### config.mk
export PLATFORM = sky130hd
export DESIGN_NAME = crt_timing_controller_core
export DESIGN_NICKNAME = d
export VERILOG_FILES = /design/src/rtl/core/crtc_pkg.sv /design/src/rtl/core/crtc_regfile.sv /design/src/rtl/core/crt_timing_controller_core.sv
export SDC_FILE = /design/constraint.sdc
export NUM_CORES = 1
export LEC_CHECK = 0
export ABC_AREA = 1
export BUFFER_PORTS_ARGS = -buffer_cell sky130_fd_sc_hd__buf_4
export CORE_ASPECT_RATIO = 0.6
export CORE_MARGIN = 1.5
export CORE_UTILIZATION = 55
export DETAILED_ROUTE_END_ITERATION = 10
export GPL_TIMING_DRIVEN = 0
export PLACE_DENSITY = 0.77
export SLEW_MARGIN = 20
export SYNTH_ARGS = -nofsm -noshare
export SYNTH_HDL_FRONTEND = slang
export SYNTH_SLANG_ARGS = --single-unit
### constraint.sdc
create_clock -name clk -period 5.05 [get_ports clk]
set_clock_uncertainty 0.1 [all_clocks]
set_input_delay 1.01 -clock clk [delete_from_list [all_inputs] [get_ports clk]]
set_output_delay 1.01 -clock clk [all_outputs]
set_load 0.01 [all_outputs]
### src/rtl/core/crtc_pkg.sv
// crtc_pkg: shared types and constants for the CRT timing controller.
// Holds the transaction structs, bus command codes and register indexes.
// No dependencies.
package crtc_pkg;

  // Default width of the display memory address counters
  localparam int ADDRESS_WIDTH_DEF = 16;

  // Bus and tick command codes carried in each input transaction
  typedef enum logic [1:0] {
    CMD_TICK   = 2'd0,
    CMD_SELECT = 2'd1,
    CMD_WRITE  = 2'd2,
    CMD_READ   = 2'd3
  } cmd_t;

  // Register file indexes
  localparam logic [3:0] REG_HTOTAL       = 4'd0;
  localparam logic [3:0] REG_HDISP        = 4'd1;
  localparam logic [3:0] REG_HSYNC_POS    = 4'd2;
  localparam logic [3:0] REG_SYNC_WIDTH   = 4'd3;
  localparam logic [3:0] REG_VTOTAL       = 4'd4;
  localparam logic [3:0] REG_VADJUST      = 4'd5;
  localparam logic [3:0] REG_VDISP        = 4'd6;
  localparam logic [3:0] REG_VSYNC_POS    = 4'd7;
  localparam logic [3:0] REG_MAX_SCAN     = 4'd9;
  localparam logic [3:0] REG_CURSOR_START = 4'd10;
  localparam logic [3:0] REG_CURSOR_END   = 4'd11;
  localparam logic [3:0] REG_START_HI     = 4'd12;
  localparam logic [3:0] REG_START_LO     = 4'd13;
  localparam logic [3:0] REG_CURSOR_HI    = 4'd14;
  localparam logic [3:0] REG_CURSOR_LO    = 4'd15;

  // Cursor blink modes held in R10 bits 6..5
  localparam logic [1:0] BLINK_STEADY  = 2'd0;
  localparam logic [1:0] BLINK_HIDDEN  = 2'd1;
  localparam logic [1:0] BLINK_EVERY16 = 2'd2;
  localparam logic [1:0] BLINK_EVERY32 = 2'd3;

  // Input transaction
  typedef struct packed {
    logic [1:0] cmd;
    logic [7:0] bus_data;
  } item_t;

  // Output transaction
  typedef struct packed {
    logic [7:0]  read_data;
    logic        display_enable;
    logic [15:0] mem_address;
    logic [8:0]  row_address;
    logic        cursor_hit;
    logic        hsync_out;
    logic        vsync_out;
  } result_t;

  // Bus access controls from the timing core to the register file
  typedef struct packed {
    logic       sel_we;
    logic       data_we;
    logic [7:0] data;
  } bus_ctl_t;

  // Register file contents as seen by the timing logic
  typedef struct packed {
    logic [7:0] htotal;
    logic [7:0] hdisp;
    logic [7:0] hsync_pos;
    logic [7:0] sync_width;
    logic [7:0] vtotal;
    logic [7:0] vadjust;
    logic [7:0] vdisp;
    logic [7:0] vsync_pos;
    logic [7:0] max_scan;
    logic [7:0] cursor_start;
    logic [7:0] cursor_end;
    logic [7:0] start_hi;
    logic [7:0] start_lo;
    logic [7:0] cursor_hi;
    logic [7:0] cursor_lo;
  } crtc_regs_t;

endpackage

### src/rtl/core/crtc_regfile.sv
// crtc_regfile: register select latch, sixteen 8-bit registers and read mux.
// Depends on crtc_pkg for the bus control and register view structs.
module crtc_regfile (
  input  logic                  clk,
  input  logic                  rst,
  input  crtc_pkg::bus_ctl_t    bus,
  output crtc_pkg::crtc_regs_t  regs,
  output logic [7:0]            read_data
);

  logic [7:0] reg_file [16];
  logic [4:0] reg_select;

  // Select latch and register writes; selections above R15 drop writes
  always_ff @(posedge clk) begin
    if (rst) begin
      reg_select <= '0;
      for (int i = 0; i < 16; i++) begin
        reg_file[i] <= '0;
      end
    end else begin
      if (bus.sel_we) begin
        reg_select <= bus.data[4:0];
      end
      if (bus.data_we && !reg_select[4]) begin
        reg_file[reg_select[3:0]] <= bus.data;
      end
    end
  end

  // Only the cursor address reads back; light pen and the rest read zero
  always_comb begin
    if (reg_select == {1'b0, crtc_pkg::REG_CURSOR_HI}) begin
      read_data = reg_file[crtc_pkg::REG_CURSOR_HI];
    end else if (reg_select == {1'b0, crtc_pkg::REG_CURSOR_LO}) begin
      read_data = reg_file[crtc_pkg::REG_CURSOR_LO];
    end else begin
      read_data = '0;
    end
  end

  // Named view of the registers
  assign regs.htotal       = reg_file[crtc_pkg::REG_HTOTAL];
  assign regs.hdisp        = reg_file[crtc_pkg::REG_HDISP];
  assign regs.hsync_pos    = reg_file[crtc_pkg::REG_HSYNC_POS];
  assign regs.sync_width   = reg_file[crtc_pkg::REG_SYNC_WIDTH];
  assign regs.vtotal       = reg_file[crtc_pkg::REG_VTOTAL];
  assign regs.vadjust      = reg_file[crtc_pkg::REG_VADJUST];
  assign regs.vdisp        = reg_file[crtc_pkg::REG_VDISP];
  assign regs.vsync_pos    = reg_file[crtc_pkg::REG_VSYNC_POS];
  assign regs.max_scan     = reg_file[crtc_pkg::REG_MAX_SCAN];
  assign regs.cursor_start = reg_file[crtc_pkg::REG_CURSOR_START];
  assign regs.cursor_end   = reg_file[crtc_pkg::REG_CURSOR_END];
  assign regs.start_hi     = reg_file[crtc_pkg::REG_START_HI];
  assign regs.start_lo     = reg_file[crtc_pkg::REG_START_LO];
  assign regs.cursor_hi    = reg_file[crtc_pkg::REG_CURSOR_HI];
  assign regs.cursor_lo    = reg_file[crtc_pkg::REG_CURSOR_LO];

endmodule

### src/rtl/core/crt_timing_controller_core.sv
// crt_timing_controller_core: top level of the CRT timing controller.
// Depends on crtc_pkg and crtc_regfile.

// Each transaction is a character clock tick or one bus access (select,
// register write, register read) and yields exactly one result. The block
// takes one transaction every clock unless item_stall holds the input
// register while the output register is stalled; a transaction is captured
// in the input register and its result is then written to the output
// register. The whole horizontal, scan line, row, adjust and frame advance
// for one tick is done by the combinational logic between those two registers.
// Only R14/R15 read back; every other selection reads zero, and light pen
// capture is not provided.
module crt_timing_controller_core #(
  parameter int ADDRESS_WIDTH = crtc_pkg::ADDRESS_WIDTH_DEF
) (
  input  logic              clk,
  input  logic              rst,
  input  logic              item_valid,
  output logic              item_stall,
  input  crtc_pkg::item_t   item,
  output logic              result_valid,
  input  logic              result_stall,
  output crtc_pkg::result_t result
);

  // Input stage
  logic            s1_valid;
  crtc_pkg::item_t s1_item;
  logic            advance;
  logic            s1_fire;

  // Timing state
  logic [8:0]               char_count, char_count_next;
  logic [4:0]               hsync_count, hsync_count_next;
  logic                     hsync_on, hsync_on_next;
  logic                     hdisp_on, hdisp_on_next;
  logic [8:0]               row_count, row_count_next;
  logic [8:0]               scan_count, scan_count_next;
  logic [7:0]               adjust_count, adjust_count_next;
  logic [4:0]               vsync_count, vsync_count_next;
  logic                     vsync_on, vsync_on_next;
  logic                     vdisp_on, vdisp_on_next;
  logic                     adjust_phase, adjust_phase_next;
  logic [ADDRESS_WIDTH-1:0] current_address, current_address_next;
  logic [ADDRESS_WIDTH-1:0] row_start, row_start_next;
  logic [7:0]               blink_count, blink_count_next;
  logic                     cursor_shown, cursor_shown_next;

  crtc_pkg::result_t    result_next;
  crtc_pkg::bus_ctl_t   bus;
  crtc_pkg::crtc_regs_t regs;
  logic [7:0]           reg_read_data;

  logic [15:0]              start_pair, cursor_pair;
  logic [ADDRESS_WIDTH-1:0] start_addr, cursor_addr;
  logic [4:0]               hsync_len, vsync_len;
  logic [1:0]               cursor_blink_sel;

  // Handshake: the output register frees the input stage
  assign advance    = !result_valid || !result_stall;
  assign item_stall = s1_valid && !advance;
  assign s1_fire    = s1_valid && advance;

  always_ff @(posedge clk) begin
    if (rst) begin
      s1_valid <= 1'b0;
    end else if (!item_stall) begin
      s1_valid <= item_valid;
    end
  end

  always_ff @(posedge clk) begin
    if (!item_stall && item_valid) begin
      s1_item <= item;
    end
  end

  // Register file
  assign bus.sel_we  = s1_fire && (s1_item.cmd == crtc_pkg::CMD_SELECT);
  assign bus.data_we = s1_fire && (s1_item.cmd == crtc_pkg::CMD_WRITE);
  assign bus.data    = s1_item.bus_data;

  crtc_regfile u_regfile (
    .clk       (clk),
    .rst       (rst),
    .bus       (bus),
    .regs      (regs),
    .read_data (reg_read_data)
  );

  // Decoded register values
  assign start_pair       = {regs.start_hi, regs.start_lo};
  assign cursor_pair      = {regs.cursor_hi, regs.cursor_lo};
  assign start_addr       = start_pair[ADDRESS_WIDTH-1:0];
  assign cursor_addr      = cursor_pair[ADDRESS_WIDTH-1:0];
  assign hsync_len        = (regs.sync_width[3:0] == 4'd0) ? 5'd16 : {1'b0, regs.sync_width[3:0]};
  assign vsync_len        = (regs.sync_width[7:4] == 4'd0) ? 5'd16 : {1'b0, regs.sync_width[7:4]};
  assign cursor_blink_sel = regs.cursor_start[6:5];

  // Per-transaction work: bus result or one character advance
  always_comb begin
    char_count_next      = char_count;
    hsync_count_next     = hsync_count;
    hsync_on_next        = hsync_on;
    hdisp_on_next        = hdisp_on;
    row_count_next       = row_count;
    scan_count_next      = scan_count;
    adjust_count_next    = adjust_count;
    vsync_count_next     = vsync_count;
    vsync_on_next        = vsync_on;
    vdisp_on_next        = vdisp_on;
    adjust_phase_next    = adjust_phase;
    current_address_next = current_address;
    row_start_next       = row_start;
    blink_count_next     = blink_count;
    cursor_shown_next    = cursor_shown;
    result_next          = '0;

    case (s1_item.cmd)
      crtc_pkg::CMD_READ: begin
        result_next.read_data = reg_read_data;
      end
      crtc_pkg::CMD_TICK: begin
        result_next.mem_address = 16'(current_address);
        result_next.row_address = scan_count;
        if (hdisp_on && vdisp_on) begin
          result_next.display_enable = 1'b1;
          result_next.cursor_hit = cursor_shown && (current_address == cursor_addr) &&
                                   (scan_count >= {4'b0, regs.cursor_start[4:0]}) &&
                                   (scan_count <= {1'b0, regs.cursor_end});
          current_address_next = current_address + 1'b1;
        end

        // Horizontal counters
        char_count_next = char_count + 9'd1;
        if (char_count_next >= {1'b0, regs.hdisp}) begin
          hdisp_on_next = 1'b0;
        end
        if (char_count_next == {1'b0, regs.hsync_pos}) begin
          hsync_on_next    = 1'b1;
          hsync_count_next = '0;
        end
        if (hsync_on_next) begin
          hsync_count_next = hsync_count_next + 5'd1;
          if (hsync_count_next >= hsync_len) begin
            hsync_on_next = 1'b0;
          end
        end

        // End of line: scan line, row, adjust and frame
        if (char_count_next > {1'b0, regs.htotal}) begin
          char_count_next = '0;
          hdisp_on_next   = 1'b1;
          if (adjust_phase) begin
            adjust_count_next = adjust_count + 8'd1;
            if (adjust_count_next >= regs.vadjust) begin
              adjust_phase_next    = 1'b0;
              row_count_next       = '0;
              scan_count_next      = '0;
              vdisp_on_next        = 1'b1;
              current_address_next = start_addr;
              row_start_next       = start_addr;
              case (cursor_blink_sel)
                crtc_pkg::BLINK_STEADY: cursor_shown_next = 1'b1;
                crtc_pkg::BLINK_HIDDEN: cursor_shown_next = 1'b0;
                crtc_pkg::BLINK_EVERY16: begin
                  blink_count_next  = blink_count + 8'd1;
                  cursor_shown_next = !blink_count_next[4];
                end
                default: begin
                  blink_count_next  = blink_count + 8'd1;
                  cursor_shown_next = !blink_count_next[5];
                end
              endcase
            end
          end else begin
            scan_count_next = scan_count + 9'd1;
            if (scan_count_next > {1'b0, regs.max_scan}) begin
              scan_count_next = '0;
              row_count_next  = row_count + 9'd1;
              row_start_next  = current_address_next;
              if (row_count_next >= {1'b0, regs.vdisp}) begin
                vdisp_on_next = 1'b0;
              end
              if (row_count_next == {1'b0, regs.vsync_pos}) begin
                vsync_on_next    = 1'b1;
                vsync_count_next = '0;
              end
              if (row_count_next > {1'b0, regs.vtotal}) begin
                adjust_phase_next = 1'b1;
                adjust_count_next = '0;
                vsync_on_next     = 1'b0;
              end
            end else begin
              current_address_next = row_start;
            end
          end
          if (vsync_on_next) begin
            vsync_count_next = vsync_count_next + 5'd1;
            if (vsync_count_next >= vsync_len) begin
              vsync_on_next = 1'b0;
            end
          end
        end
      end
      default: begin
        // select and register writes are handled by the register file
      end
    endcase

    result_next.hsync_out = hsync_on_next;
    result_next.vsync_out = vsync_on_next;
  end

  // Timing state registers
  always_ff @(posedge clk) begin
    if (rst) begin
      char_count      <= '0;
      hsync_count     <= '0;
      hsync_on        <= 1'b0;
      hdisp_on        <= 1'b0;
      row_count       <= '0;
      scan_count      <= '0;
      adjust_count    <= '0;
      vsync_count     <= '0;
      vsync_on        <= 1'b0;
      vdisp_on        <= 1'b0;
      adjust_phase    <= 1'b0;
      current_address <= '0;
      row_start       <= '0;
      blink_count     <= '0;
      cursor_shown    <= 1'b1;
    end else if (s1_fire) begin
      char_count      <= char_count_next;
      hsync_count     <= hsync_count_next;
      hsync_on        <= hsync_on_next;
      hdisp_on        <= hdisp_on_next;
      row_count       <= row_count_next;
      scan_count      <= scan_count_next;
      adjust_count    <= adjust_count_next;
      vsync_count     <= vsync_count_next;
      vsync_on        <= vsync_on_next;
      vdisp_on        <= vdisp_on_next;
      adjust_phase    <= adjust_phase_next;
      current_address <= current_address_next;
      row_start       <= row_start_next;
      blink_count     <= blink_count_next;
      cursor_shown    <= cursor_shown_next;
    end
  end

  // Output register
  always_ff @(posedge clk) begin
    if (rst) begin
      result_valid <= 1'b0;
    end else if (advance) begin
      result_valid <= s1_valid;
    end
  end

  always_ff @(posedge clk) begin
    if (s1_fire) begin
      result <= result_next;
    end
  end

`ifndef SYNTH
  // A bus transaction reports no display position
  a_bus_no_display: assert property (@(posedge clk) disable iff (rst)
    (s1_fire && s1_item.cmd != crtc_pkg::CMD_TICK) |=>
      (!result.display_enable && result.mem_address == '0 && result.row_address == '0))
    else $error("bus transaction reported display fields");

  // Read data only comes from a read transaction
  a_read_only: assert property (@(posedge clk) disable iff (rst)
    (s1_fire && s1_item.cmd != crtc_pkg::CMD_READ) |=> (result.read_data == '0))
    else $error("read data on a non-read transaction");

  // Cursor hit only inside the active display area
  a_cursor_in_display: assert property (@(posedge clk) disable iff (rst)
    (result_valid && result.cursor_hit) |-> result.display_enable)
    else $error("cursor hit outside display area");

  // Vertical sync is off throughout the adjust lines
  a_adjust_no_vsync: assert property (@(posedge clk) disable iff (rst)
    adjust_phase |-> !vsync_on)
    else $error("vertical sync active during adjust phase");

  // A held input stage keeps its transaction
  a_stage_hold: assert property (@(posedge clk) disable iff (rst)
    (s1_valid && !advance) |=> (s1_valid && $stable(s1_item)))
    else $error("input stage lost a stalled transaction");
`endif

endmodule
* Yosys cells after proc, flatten, opt, wreduce, memory -nomap -nowiden
Memories as Yosys holds them, arrays and structs flattened.
Index checks and enable logic that the tools add are counted.
** Storage, ports and cells
- Input port bits :: 14
- Memory bits (read-only) :: 0
- Bits in writable memories :: 128
- Memories kept :: 1
- Output and inout port bits :: 39
- Flip-flop bits (word level) :: 145
- Latch bits :: 0
** Cells by class
- Mux-type cells :: 64
- Multiply operators :: 0
- Div/mod/pow operators :: 0
- Equal/unequal tests :: 11
- $add $sub $neg :: 8
- Reduce and logical (&&, ||, !) cells :: 38
- Bitwise logic cells :: 1
- Shift-type cells :: 0
- $lt $le $gt $ge :: 10
** Memory list
- u_regfile.reg_file :: words 16, width 8, read ports 15, clocked after Yosys merged registers in 0, wr ports 16, RTL line crtc_regfile.sv:11 : logic [7:0] reg_file [16];
** Operators with widths (number)
- 2-to-1 mux 16 bit :: 7
- 2-to-1 mux 5 bit :: 11
- 2-to-1 mux 9 bit :: 6
- 2-to-1 mux 8 bit :: 6
- 2-to-1 mux 1 bit :: 32
- adder 9 x 1 -> 9 bit (second input constant) :: 3
- greater-than comparator 9 x 8 -> 1 bit :: 3
- == test 9 x 8 -> 1 bit :: 2
- >= comparator 9 x 8 -> 1 bit :: 2
- adder 16 x 1 -> 16 bit (second input constant) :: 1
- adder 8 x 1 -> 8 bit (second input constant) :: 2
- == test 16 bit :: 1
- AND reduction 5 bit :: 3
- AND reduction 6 bit :: 2
- adder 5 x 1 -> 5 bit (second input constant) :: 2
- == test 5 x 4 -> 1 bit (second input constant) :: 2
- >= comparator 5 bit :: 2
- logical AND 1 bit :: 10
- >= comparator 9 x 5 -> 1 bit :: 1
- less-or-equal comparator 9 x 8 -> 1 bit :: 1
- >= comparator 8 bit :: 1
- zero test 4 bit :: 2
- nonzero test 2 bit :: 4
- OR reduction 8 bit :: 1
- other kinds (13) :: 25

* Longest topological paths before layout
- Word-level depth :: 13
- Depth in mapped cells :: 28
- Depth with buffers taken out :: 28

* Cells and area by module
From an unflattened synthesis, not the netlist that was laid out.
** Unflattened totals
- Cell total of the unflattened synthesis :: 1614
- Area, all modules :: 14012.2 µm²
** By module, submodules not included
- crt_timing_controller_core :: instances 1, cells an instance 1264, seq. area each 3233.1 µm², area each 9238.9 µm²
- crtc_regfile :: instances 1, cells an instance 350, seq. area each 3703.6 µm², area each 4773.3 µm²

* Least setup slack after synthesis
OpenSTA, ideal clock, no wires.
- Path kind :: input -> register
- Start :: in result_stall
- End :: mem u_regfile.reg_file[12][0] (enable)
- Setup time :: 0.329 ns
- Cell stages on the path :: 7
- Arrival :: 3.241 ns
- Buffers on the path :: 0
- Slack :: 1.380 ns
- Path through :: nand2_1 -> inv_1 -> nor2_2 -> nand2_1 -> nor3_1 -> nand2_1 -> nand2_1
** RTL lines
- start: declaration :: RTL line crt_timing_controller_core.sv:22 : input logic result_stall,
- end: declaration :: RTL line crtc_regfile.sv:11

* Final worst setup path
- Start :: reg scan_count[1]
- End :: reg result[0] (netlist name), data pin
** On the way
- Cells in the longest elaborated chain, start to end :: 12
- Elaborated cells on any way between the ends :: 16
** RTL lines
- start: declaration :: RTL line crt_timing_controller_core.sv:38 : logic [8:0] scan_count, scan_count_next;
- start signal: assignment :: RTL line crt_timing_controller_core.sv:239 : scan_count <= scan_count_next;
- adder 9 x 1 -> 9 bit (*) :: RTL line crt_timing_controller_core.sv:177 : scan_count_next = scan_count + 9'd1;
- greater-than comparator 9 x 8 -> 1 bit (*) :: RTL line crt_timing_controller_core.sv:178 : if (scan_count_next > {1'b0, regs.max_scan}) begin
- 2-to-1 mux 5 bit :: RTL line crt_timing_controller_core.sv:178
- 2-to-1 mux 5 bit :: RTL line crt_timing_controller_core.sv:154 : if (adjust_phase) begin
- 2-to-1 mux 5 bit :: RTL line crt_timing_controller_core.sv:151 : if (char_count_next > {1'b0, regs.htotal}) begin
- 2-to-1 mux 5 bit :: RTL line crt_timing_controller_core.sv:119 : case (s1_item.cmd)
- adder 5 x 1 -> 5 bit :: RTL line crt_timing_controller_core.sv:199 : vsync_count_next = vsync_count_next + 5'd1;
- >= comparator 5 bit :: RTL line crt_timing_controller_core.sv:200 : if (vsync_count_next >= vsync_len) begin
- 2-to-1 mux 1 bit :: RTL line crt_timing_controller_core.sv:200
- 2-to-1 mux 1 bit (*) :: RTL line crt_timing_controller_core.sv:198 : if (vsync_on_next) begin
- 2-to-1 mux 1 bit (*) :: RTL line crt_timing_controller_core.sv:151
- 2-to-1 mux 1 bit (*) :: RTL line crt_timing_controller_core.sv:119
- net vsync_on_next :: RTL line crt_timing_controller_core.sv:41 : logic vsync_on, vsync_on_next;
- end signal: assignment :: RTL line crt_timing_controller_core.sv:263 : result <= result_next;
- end: declaration :: RTL line crt_timing_controller_core.sv:23 : output crtc_pkg::result_t result
The timed path passes the listed nets; every way through them passes the cells marked *. The select of a mux whose other input is x is not followed.
A chain may end at the register's enable or synchronous reset.

==> metrics.md <==
| Metric | Value |
|---|---|
| Overall Global Routing Usage | `0.293` |
| Predominant post-synthesis flop cell | `edfxtp_1` |
| DR vias | `~12000` |
| Hold slack | `roughly 0.37 ns` |
| Peak VDD IR | `around 0.25 mV` |
| Synthesized area | `~14000 µm²` |
| Most frequent cells in the layout | `252 x nand2_1, 249 x inv_1, 212 x nor2_1` |
| Post-Route Setup TNS | `0 ns` |
| Cts repair resizes | `0` |
| Root buf cell | `clkbuf_16` |
| Most used cell, CP | `nand2_1` |
| Post-CTS Setup Bufs | `0` |
| Cts hold-fix bufs | `0` |
| Worst-path maximum fanout | `7` |
| Core Util, Final | `0.637` |
| First-pass GRT wire length | `slightly below 60000 µm` |
| Nets | `1767` |
| PD cells | `between 300 and 400 nW/µm²` |
| Number of synthesized flops with an enable pin | `approximately 170` |
| Hold Path Depth | `2` |
| Post-synthesis net count | `roughly 1700` |
| Router iterations before antenna repair | `6` |
| Max Slew Vio Count | `0` |
| Routed wire length | `approximately 38000 µm` |
| Crit Path Class | `flop to flop` |
| Htree depth | `1` |
| Initial antenna violation count | `0` |
| Hpwl dp | `between 20000 and 30000 µm` |
| Total grt overflow | `0` |
| Synth Instances | `roughly 1600` |
| Final Hold Viols | `0` |
| Max_slew headroom | `0.202` |
| Asr flop ratio synth | `0` |
| Die Y | `between 100 and 150 µm` |
| Core area | `24400 µm²` |
| Status | `complete, no violations` |
| Worst-path clk slew | `~0.07 ns` |
| Final setup viols | `0` |
| Critical-path top delay cell | `dfxtp_1` |
| Crit path arrival time | `~4.7 ns` |
| Cells on worst reg2reg path | `28` |
| Yosys cell types | `53` |
| Boundary Pins | `53` |
| Worst setup SP type | `flop` |
| Most common cell after layout, fill and taps aside | `nand2_1` |
| Die area | `around 26000 µm²` |
| CP max stage delay | `approximately 0.43 ns` |
| Syn avg cell area | `slightly below 9 µm²` |
| Worst path required time | `5.33 ns` |
| Synthesized flop and latch total | `262` |
| Tightest Hold Check Type | `flop to flop` |
| # DRC | `0` |
| Max-Cap Viols | `0` |
| Period minus WS final | `approximately 4.4 ns` |
| Clock sinks | `262` |
| Post-route antenna net violation count | `0` |
| Fillers | `2012` |
| Vias in the first global route | `about 11000` |
| Sequential share of the synthesized area | `0.498` |
| RSZ-0062 raised after global routing | `false` |
| CTS Buffer Depth | `3` |
| Post-Layout Cell Count | `around 2000` |
| Initial Util | `0.567` |
| Tightest Pin Transition | `approximately 1.2 ns` |
| Buffers on Ports | `51` |
| Cell Area, Placed | `14700 µm²` |
| Placed Cells | `between 1500 and 2000` |
| Inserted Clock Buffers | `26` |
| Routed length per instance | `~19 µm` |
| DRT iter0 DRCs | `1343` |
| Std-Cell Rows | `44` |
| Yosys Warn Count | `0` |
| CTS tree | `done` |
| Leak Pwr | `just under 7 nW` |
| Die span in x | `208 µm` |
| Ant. Diodes | `0` |
| Layout area overhead | `12.3%` |
| GPL Wtd Cong | `0.938` |
| Design area | `15600 µm²` |
| Clock Latency Late Sink | `roughly 0.54 ns` |
| Via density | `roughly 5.7` |
| Critical path capture point type | `flop` |
| Final period util | `0.870` |
| Largest net degree at the start of global routing | `30` |
| F_max | `~0.23 GHz` |
| Share of cells above drive strength 1 | `0.104` |
cell families after synthesis:
group                    synth area share
AND/OR/NAND/NOR                     0.198
adder cells (fa/ha/maj)            0.0713
XOR/XNOR                           0.0265
flip-flops                          0.498
AO/OA/AOI/OAI                       0.118
buffers and inverters              0.0882
power by group:
part,switching (mW),leakage [nW],internal (mW),total [mW]
combinational,0.206,3.89,0.0785,0.285
sequential,0.0329,2.46,2.33,2.36
clock,0.859,0.423,1.18,2.04
total,1.10,6.77,3.59,4.69
sequential cells by signal, indices dropped and copies added, names as in the netlist, 6 cells and up:
name and flops:
result 37, row_count 9, u_regfile.reg_file 119, scan_count 9
bus 8, char_count 9, adjust_count 8, current_address 16
blink_count 6, row_start 16
metrics by stage:
step / setup slack [ns] / total power, mW
global placement: 0.0442 / 2.67
finish: 0.655 / 4.69
CTS: 0.725 / 4.69
global route: 0.333 / 4.81
floorplan: 1.38 / 2.56
detailed placement: 0.766 / 2.68
synthesized netlist by cell type (7+ instances only):
| cell type | number | area (µm²) |
|---|---|---|
| o21ai_0 | 72 | 360 |
| o22ai_1 | 16 | 100 |
| nor2_1 | 212 | 796 |
| o21ai_1 | 15 | 75.1 |
| xnor2_1 | 7 | 61.3 |
| nand4_1 | 19 | 119 |
| nand2_2 | 10 | 62.6 |
| nor2_2 | 9 | 56.3 |
| clkbuf_1 | 28 | 105 |
| a21oi_1 | 118 | 591 |
| o211ai_1 | 21 | 158 |
| nand3_1 | 80 | 400 |
| buf_6 | 7 | 78.8 |
| xor2_1 | 30 | 263 |
| o211ai_2 | 12 | 150 |
| inv_1 | 249 | 935 |
| edfxtp_1 | 166 | 4980 |
| ha_1 | 79 | 988 |
| nand2_1 | 252 | 946 |
| inv_2 | 9 | 33.8 |
| nor3_1 | 14 | 70.1 |
| dfxtp_1 | 96 | 1920 |
area by class of cell:
cell class / count / area, µm² / share of cell area
plain buffers: 47 / 246 / 0.0158
clock buffers: 33 / 728 / 0.0468
clock inverters: 15 / 168 / 0.0108
inverters: 260 / 977 / 0.0627
multi-input cells: 1025 / 5740 / 0.369
flip-flops and latches: 262 / 6910 / 0.443
well taps: 322 / 403 / 0.0259
repair buffers: 52 / 403 / 0.0259
final timing paths:
kind / from / endpoint / slack (ns)
max: scan_count[1] / result[0] / 0.66
min: scan_count[8] / scan_count[8] / 0.37
max reg2reg: scan_count[1] / result[0] / 0.66
min reg2reg: scan_count[8] / scan_count[8] / 0.37
worst max-delay path, delay by kind of cell (launching register included):
family | cells | cell delay (ns)
AND/OR/NAND/NOR | 15 | 1.48
adder cells (fa/ha/maj) | 4 | 1.03
AO/OA/AOI/OAI | 4 | 0.51
XOR/XNOR | 2 | 0.46
flip-flops | 1 | 0.43
buffers and inverters | 3 | 0.22
metal layers:
layer  vias to the layer above  global-route usage  routed length [µm]
met4                         0              0.0769                1070
met1                      5402               0.439               16700
met5                         -              0.0127                   0
met3                        78              0.0828                5130
met2                       627               0.415               15500
li1                       5443                   -                   -
(Power assumes the default switching activity.)
